==> config.mk <==
export PLATFORM = sky130hd
export DESIGN_NAME = ugns_div
export DESIGN_NICKNAME = d
export VERILOG_FILES = /design/src/ugns_pkg.sv /design/src/ugns_div.sv
export SDC_FILE = /design/constraint.sdc
export NUM_CORES = 1
export LEC_CHECK = 0
export ABC_AREA = 1
export BUFFER_PORTS_ARGS = -buffer_cell sky130_fd_sc_hd__buf_2
export CAP_MARGIN = 0
export CORE_UTILIZATION = 48
export CTS_BUF_LIST = sky130_fd_sc_hd__clkbuf_2 sky130_fd_sc_hd__clkbuf_4 sky130_fd_sc_hd__clkbuf_8
export CTS_CLUSTER_DIAMETER = 80
export DETAILED_ROUTE_END_ITERATION = 10
export PLACE_DENSITY = 0.69
export SETUP_SLACK_MARGIN = 0.02
export SLEW_MARGIN = 25
export SYNTH_ARGS = -nofsm -noshare
export SYNTH_HDL_FRONTEND = slang
export SYNTH_SLANG_ARGS = --single-unit
export TNS_END_PERCENT = 10
==> constraint.sdc <==
create_clock -name clk -period 4.22 [get_ports clk]
set_clock_uncertainty 0.05 [all_clocks]
set_input_delay 0.422 -clock clk [delete_from_list [all_inputs] [get_ports clk]]
set_output_delay 0.422 -clock clk [all_outputs]
set_load 0.005 [all_outputs]
==> src/ugns_pkg.sv <==
package ugns_pkg;

  localparam int PosW = 24;
  localparam int SizeW = 23;
  localparam int DimW = 6;
  localparam int IdxW = 6;
  localparam int LinkW = 7;
  localparam int CountW = 7;
  localparam int AddrMaxW = 16;

  // empty marker in head and link entries
  localparam logic [LinkW-1:0] NoPart = 7'h40;

  typedef enum logic [1:0] {
    REQ_CLEAR  = 2'd0,
    REQ_INSERT = 2'd1,
    REQ_QUERY  = 2'd2,
    REQ_NONE   = 2'd3
  } req_t;

  typedef enum logic [1:0] {
    REG_COLS = 2'd0,
    REG_ROWS = 2'd1,
    REG_SIZE = 2'd2,
    REG_NONE = 2'd3
  } reg_idx_t;

  typedef enum logic [3:0] {
    ST_SWEEP,
    ST_IDLE,
    ST_DIVX,
    ST_DIVY,
    ST_INS_RD,
    ST_INS_WR,
    ST_INS_LINK,
    ST_Q_CELL,
    ST_Q_WAIT,
    ST_Q_LOOK,
    ST_Q_FIN
  } state_t;

  typedef struct packed {
    logic                head_we;
    logic                tail_we;
    logic [AddrMaxW-1:0] cell_wa;
    logic [LinkW-1:0]    head_wd;
    logic [IdxW-1:0]     tail_wd;
    logic [AddrMaxW-1:0] cell_ra;
    logic                next_we;
    logic [IdxW-1:0]     next_wa;
    logic [LinkW-1:0]    next_wd;
    logic [IdxW-1:0]     next_ra;
  } mem_req_t;

endpackage

==> src/ugns_div.sv <==
module ugns_div
  import ugns_pkg::*;
(
  input  logic             clk,
  input  logic             rst,
  input  logic             start,
  input  logic [PosW-1:0]  dividend,
  input  logic [SizeW-1:0] divisor,
  output logic             done,
  output logic [PosW-1:0]  quotient
);

  localparam int CntW = $clog2(PosW + 1);

  logic [PosW-1:0]  rem;
  logic [PosW-1:0]  quo;
  logic [SizeW-1:0] dvs;
  logic [CntW-1:0]  cnt;
  logic             busy;
  logic [PosW-1:0]  trial;
  logic             fits;

  // restoring division, one quotient bit a cycle
  assign trial    = {rem[PosW-2:0], quo[PosW-1]};
  assign fits     = trial >= {1'b0, dvs};
  assign quotient = quo;

  always_ff @(posedge clk) begin
    if (rst) begin
      busy <= 1'b0;
      done <= 1'b0;
      cnt  <= '0;
    end else begin
      done <= 1'b0;
      if (start) begin
        busy <= 1'b1;
        cnt  <= '0;
        rem  <= '0;
        quo  <= dividend;
        dvs  <= divisor;
      end else if (busy) begin
        rem <= fits ? (trial - {1'b0, dvs}) : trial;
        quo <= {quo[PosW-2:0], fits};
        cnt <= cnt + 1'b1;
        if (cnt == CntW'(PosW - 1)) begin
          busy <= 1'b0;
          done <= 1'b1;
        end
      end
    end
  end

endmodule

==> impl_metrics.py, run 1 <==
metrics = {
    "global_route": {
        "grt_pass1_wl_um": 17900,
        "antenna_found_initial": 0,
        "overflow": 0,
        "grt.total_usage": 0.225,
        "grt_max_degree": 49,
        "grt_pass1_vias": 3990,
    },
    "setup_path": {
        "endpoint_kind": "flip-flop",
        "required_ns": 4.31,
        "reg2reg_to": "rem[17]$_SDFFCE_PP0P_",
        "crit_chain": "inv_1 > ha_1 > fa_1 > inv_1 > nand2_1 > nand2_1 > nand3_1 > nand2_2 > nand2_1 > nand4_4 > nand2_1 > nand2_1 > nand2_1 > inv_1",
        "arrival_ns": 2.79,
        "slowest_delay_ns": 0.51,
        "r2r_cells": 14,
        "rrSetupSlack_ns": 1.52,
        "slowest_stage": "nand4_4",
        "worstSetupPathType": "reg -> reg",
        "worst_path_most_repeated_cell": "nand2_1",
        "r2r_start": "quotient[23]$_DFFE_PP_",
        "path_max_fanout": 44,
        "critPathLaunchType": "flip-flop",
    },
    "clock_network": {
        "ctsResizeCount": 0,
        "holdBufCountCts": 0,
        "h-tree-depth": 3,
        "path_clk_slew_ns": 0.09,
        "insertion_delay_ns": 0.38,
        "cts_tree": "done",
        "cts_sinks": 77,
        "cts_setup_buffers": 0,
        "cts_root_buf": "clkbuf_8",
        "numCtsBuffers": 9,
        "cts_buffer_depth": 2,
    },
    "place": {
        "place_hpwl_um": 8040,
        "place_congestion": 0.945,
        "dpl-instance-area_um2": 5410,
        "pre_cts_ws_ns": 1.54,
        "placement.io_buffers": 74,
        "dp.cells": 866,
    },
    "detailed_routing": {
        "via_per_inst": 4.84,
        "detail-route-antenna-nets": 0,
        "first_pass_iters": 5,
        "drc_errors": 0,
        "wl_um": 10800,
        "wl_per_cell_um": 12.2,
        "drtIter0Drc": 234,
        "dr_total_vias": 4268,
    },
    "pwr": {
        "power_density_nw_per_um2": 363,
        "p_leak_nw": 2.93,
        "ir_drop_mv": 0.232,
    },
    "logic_synthesis": {
        "ys_top_cells_by_count": "nand2_1 (284), inv_1 (117), nor2_1 (72), edfxtp_1 (70), ha_1 (24)",
        "synth_top_area_share": 0.428,
        "ys_types": 30,
        "synth_seq_cells": 77,
        "synth_top_cell_by_area": "edfxtp_1",
        "yosys.cell_count.top_type": "nand2_1",
        "ys_async_sr_fraction": 0,
        "synth_flop_cell": "edfxtp_1",
        "synthCells": 668,
        "yosysSeqAreaShare": 0.456,
        "synth-edff-count": 70,
        "ys_warn_count": 0,
        "syn_nets": 743,
        "synth_area_um2": 4910,
        "synthTopCellsByArea": "edfxtp_1 (43%), nand2_1 (22%), inv_1 (8.9%)",
        "synth_area_per_cell_um2": 7.36,
    },
    "status": {
        "status": "finished clean",
    },
    "layout": {
        "design_area_um2": 5590,
        "final_nets": 819,
        "fillers": 977,
        "diodes": 0,
        "drive_gt1_frac": 0.136,
        "area_growth_syn_to_layout_pct": 13.7,
        "final_cells": 882,
    },
    "sta": {
        "setup_total_negative_slack_ns": 0,
        "tightest_slew_ns": 0.717,
        "setup_violations": 0,
        "fmax_mhz": 370,
        "drv_slew": 0,
        "rsz0062_at_grt": "no",
        "post-route-period-util": 0.641,
        "holdWs_ns": 0.162,
        "finalHoldViolCount": 0,
        "worst_slack_ns": 1.52,
        "period_minus_slack_ns": 2.70,
        "maxSlewHeadroom": 0.521,
    },
    "floorplanning": {
        "row_count": 36,
        "ios": 75,
        "chipWidth_um": 103,
        "start_util": 0.498,
        "core_area_um2": 9860,
        "fp.dieArea_um2": 10600,
        "fp.dieH_um": 103,
    },
    "min_path": {
        "holdPathEnd": "dvs[5]$_DFFE_PP_",
        "whs_path_depth": 1,
        "min_from": "divisor[5]",
        "min-delay-path-class": "in -> reg",
    },
    "job": {
        "cap_violations": 0,
    },
}
-- cell families (layout without fill, tap and decap cells) --
group | after synthesis | after routing | share of synthesized area
AO/OA/AOI/OAI | 22 | 22 | 0.0239
XOR/XNOR | 9 | 9 | 0.0160
flip-flops | 77 | 77 | 0.456
buffers and inverters | 130 | 211 | 0.106
adder cells (fa/ha/maj) | 25 | 25 | 0.0652
AND/OR/NAND/NOR | 405 | 405 | 0.333
-- layer usage --
layer / GRT usage / vias up / routed length [um]
met2: 0.370 / 138 / 4850
met4: 0.0867 / 0 / 244
li1: - / 2215 / -
met5: 0 / - / 0
met1: 0.278 / 1896 / 4970
met3: 0.0692 / 19 / 710
-- worst max path at each step --
stage | to | from
2_1_floorplan | quotient[0]$_DFFE_PP_ | start
3_3_place_gp | rem[17]$_SDFFCE_PP0P_ | quotient[23]$_DFFE_PP_
3_5_place_dp | rem[17]$_SDFFCE_PP0P_ | quotient[23]$_DFFE_PP_
4_1_cts | rem[17]$_SDFFCE_PP0P_ | quotient[23]$_DFFE_PP_
5_1_grt | rem[17]$_SDFFCE_PP0P_ | quotient[23]$_DFFE_PP_
6_report | rem[17]$_SDFFCE_PP0P_ | quotient[23]$_DFFE_PP_
-- stage by stage --
step / power [mW] / utilization
finish: 2.03 / 0.567
global route: 2.17 / 0.567
CTS: 2.05 / 0.567
detailed placement: 1.51 / 0.549
global placement: 1.50 / 0.549
floorplan: 1.38 / -
-- state kept, by name, summed over array words and instances (netlist names) --
signal,flops
busy,1
cnt,5
done,1
dvs,23
quotient,24
rem,23
-- critical path: cells and delay by family, from the launching register on --
kind	cells	cell delay, ns
fa+ha+maj	2	0.39
flops	1	0.41
simple gates	9	1.41
buf+inv	3	0.20
-- report_power, final --
group / leakage [nW] / switching [mW] / total (mW) / internal (mW)
registers: 0.728 / 0.0282 / 0.936 / 0.908
clock network: 0.0866 / 0.310 / 0.530 / 0.219
logic: 2.11 / 0.361 / 0.565 / 0.204
total: 2.93 / 0.699 / 2.03 / 1.33
-- cell type report --
type / instances / area [um2] / share of cell area
sequential: 77 / 2240 / 0.401
multi-input combinational: 461 / 2170 / 0.388
inverter: 118 / 443 / 0.0792
timing repair buffer: 77 / 393 / 0.0703
tap: 133 / 166 / 0.0298
clock buffer: 9 / 124 / 0.0222
clock inverter: 7 / 55.1 / 0.00985
-- placed cells by master, fill, tap and decap left out, types with 5 or more instances in the layout --
master / n
edfxtp_1: 70
nor3_1: 6
xnor2_1: 7
nand3_1: 22
nand2_1: 284
nand3b_1: 7
ha_1: 24
inv_1: 117
dfxtp_1: 7
nor2_1: 71
a21oi_1: 13
clkbuf_8: 9
buf_2: 74
nand4_1: 5
(Power assumes the default switching activity.)
==> inputs of run 2 (changes only) <==
==> constraint.sdc (replaced) <==
create_clock -name clk -period 2.67 [get_ports clk]
set_clock_uncertainty 0.05 [all_clocks]
set_input_delay 0.267 -clock clk [delete_from_list [all_inputs] [get_ports clk]]
set_output_delay 0.267 -clock clk [all_outputs]
set_load 0.005 [all_outputs]
==> impl_metrics.py, run 2 (synthesized netlist as in run 1, its figures left out) <==
metrics = {
    "setup_path": {
        "arrival_ns": 2.50,
        "required_ns": 2.76,
        "rrSetupSlack_ns": 0.26,
        "crit_cells": 14,
        "worstSetupPathType": "reg -> reg",
        "cp.buffers_inverters": 3,
        "slowest_stage": "edfxtp_1",
        "slowest_delay_ns": 0.39,
        "r2r_start": "quotient[23]$_DFFE_PP_",
        "reg2reg_to": "rem[5]$_SDFFCE_PP0P_",
        "r2r_cells": 14,
        "critPathLaunchType": "flip-flop",
        "endpoint_kind": "flip-flop",
        "crit_chain": "inv_1 > ha_1 > fa_2 > inv_1 > nand2_1 > nand2_1 > nand3_1 > nand2_2 > nand2_1 > nand4_4 > buf_6 > nand2_1 > nand2_1 > nor2_1",
        "path_max_fanout": 15,
        "cpLargestDelayFamily": "simple AND/OR/NAND/NOR gates",
        "worst_path_most_repeated_cell": "nand2_1",
        "endpoint": "rem[5]$_SDFFCE_PP0P_",
        "worstSetupStartpoint": "quotient[23]$_DFFE_PP_",
    },
    "clock_network": {
        "h-tree-depth": 3,
        "insertion_delay_ns": 0.38,
        "cts_root_buf": "clkbuf_8",
        "cts_tree": "done",
        "cts_buffer_depth": 2,
        "path_clk_slew_ns": 0.09,
        "numCtsBuffers": 9,
        "cts_sinks": 77,
        "cts_setup_buffers": 0,
    },
    "sta": {
        "tightest_slew_ns": 0.379,
        "rsz0062_at_grt": "yes",
        "fmax_mhz": 416,
        "period_minus_slack_ns": 2.41,
        "setup_violations": 0,
        "maxSlewHeadroom": 0.748,
        "drv_slew": 0,
        "holdWs_ns": 0.0262,
        "post-route-period-util": 0.901,
        "finalHoldViolCount": 0,
    },
    "layout": {
        "final_nets": 847,
        "final_cell_mix": "nand2_1 (284), inv_1 (117), buf_2 (74), nor2_1 (71), edfxtp_1 (70)",
        "diodes": 0,
        "final_cells": 910,
        "layout_commonest_cell": "nand2_1",
        "fillers": 887,
        "largest_reg_flops": 24,
        "area_growth_syn_to_layout_pct": 20.5,
        "drive_gt1_frac": 0.142,
    },
    "floorplanning": {
        "start_util": 0.498,
        "row_count": 36,
        "fp.dieArea_um2": 10600,
        "chipWidth_um": 103,
        "ios": 75,
        "fp.dieH_um": 103,
        "core_area_um2": 9860,
    },
    "pwr": {
        "ir_drop_mv": 0.495,
        "p_sw_frac": 0.322,
        "share_seq_of_total_power": 0.429,
        "internal-power_mw": 2.34,
        "p_leak_nw": 3.08,
        "clkPwrFrac": 0.299,
        "comb_power_share": 0.272,
        "switchingPower_mw": 1.11,
        "power_density_nw_per_um2": 582,
        "p_total_mw": 3.45,
    },
    "detailed_routing": {
        "dr_total_vias": 4280,
        "wl_per_cell_um": 11.9,
        "first_pass_iters": 4,
        "detail-route-antenna-nets": 0,
        "wl_um": 10800,
        "drc_errors": 0,
        "via_per_inst": 4.70,
        "drtIter0Drc": 161,
    },
    "global_route": {
        "overflow": 0,
        "grt_util_met1": 0.284,
        "grt_pass1_vias": 4060,
        "grt.total_usage": 0.226,
        "top_usage_layer": "met2",
        "met3_usage": 0.0665,
        "antenna_found_initial": 0,
        "grt_pass1_wl_um": 18200,
        "grt_util_met2": 0.379,
        "grt_max_degree": 27,
    },
    "place": {
        "placement.io_buffers": 74,
        "dp.cells": 873,
        "place_congestion": 0.911,
        "place_hpwl_um": 8230,
    },
    "min_path": {
        "min_from": "divisor[22]",
        "min-delay-path-class": "in -> reg",
    },
    "job": {
        "cap_violations": 0,
    },
    "status": {
        "status": "finished clean",
    },
}
[run 2: metrics by stage]
step	util	setup TNS, ns	worst slack, ns	cell area [um2]
after global routing	0.600	-0.0114	-0.0114	5920
after floorplan	-	0	0.233	4920
final	0.600	0	0.264	5920
after CTS	0.597	0	0.131	5890
after detailed placement	0.555	0	0.145	5480
after global placement	0.555	0	0.246	5480
[run 2: power groups by stage]
stage,Clock [mW],Combinational [mW],Sequential (mW)
after CTS,1.06,0.935,1.48
after detailed placement,0,0.911,1.51
final,1.03,0.940,1.48
after global placement,0,0.899,1.50
after global routing,1.10,1.08,1.49
after floorplan,0,0.679,1.50
[run 2: per-layer routing]
metal | up-vias | wire, um
met1 | 1898 | 5090
met5 | - | 0
li1 | 2268 | -
met4 | 0 | 174
met2 | 98 | 5030
met3 | 16 | 501
[run 2: timing repair]
action	4_1_cts	5_1_grt
hold buffers	18	3
gates resized for setup	0	2
setup endpoints to repair	0	14
hold endpoints to repair	18	3
[run 2: worst register-to-register path: stages, from the launching register on]
cell and delay, ns:
edfxtp_1 0.39, inv_1 0.06, ha_1 0.22, fa_2 0.35, inv_1 0.09, nand2_1 0.06, nand2_1 0.07, nand3_1 0.08
nand2_2 0.12, nand2_1 0.10, nand4_4 0.20, buf_6 0.20, nand2_1 0.08, nand2_1 0.07, nor2_1 0.04
[run 2: layout make-up]
class / instances / area [um2] / share of cell area
Clock buffer: 9 / 124 / 0.0209
Clock inverter: 7 / 105 / 0.0177
Inverter: 118 / 443 / 0.0748
Multi-Input combinational cell: 461 / 2170 / 0.366
Sequential cell: 77 / 2240 / 0.379
Tap cell: 133 / 166 / 0.0281
Timing Repair Buffer: 105 / 672 / 0.113
[run 2: how the worst min path moves through the flow]
stage,end,slack (ns),cells past startpoint
finish,dvs[22]$_DFFE_PP_,0.03,1
global route,dvs[22]$_DFFE_PP_,0.009,1
CTS,dvs[5]$_DFFE_PP_,0.00001,1
detailed placement,cnt[4]$_SDFFE_PP0P_,0.39,1
global placement,cnt[4]$_SDFFE_PP0P_,0.39,1
floorplan,done$_SDFF_PP0_,0.29,1
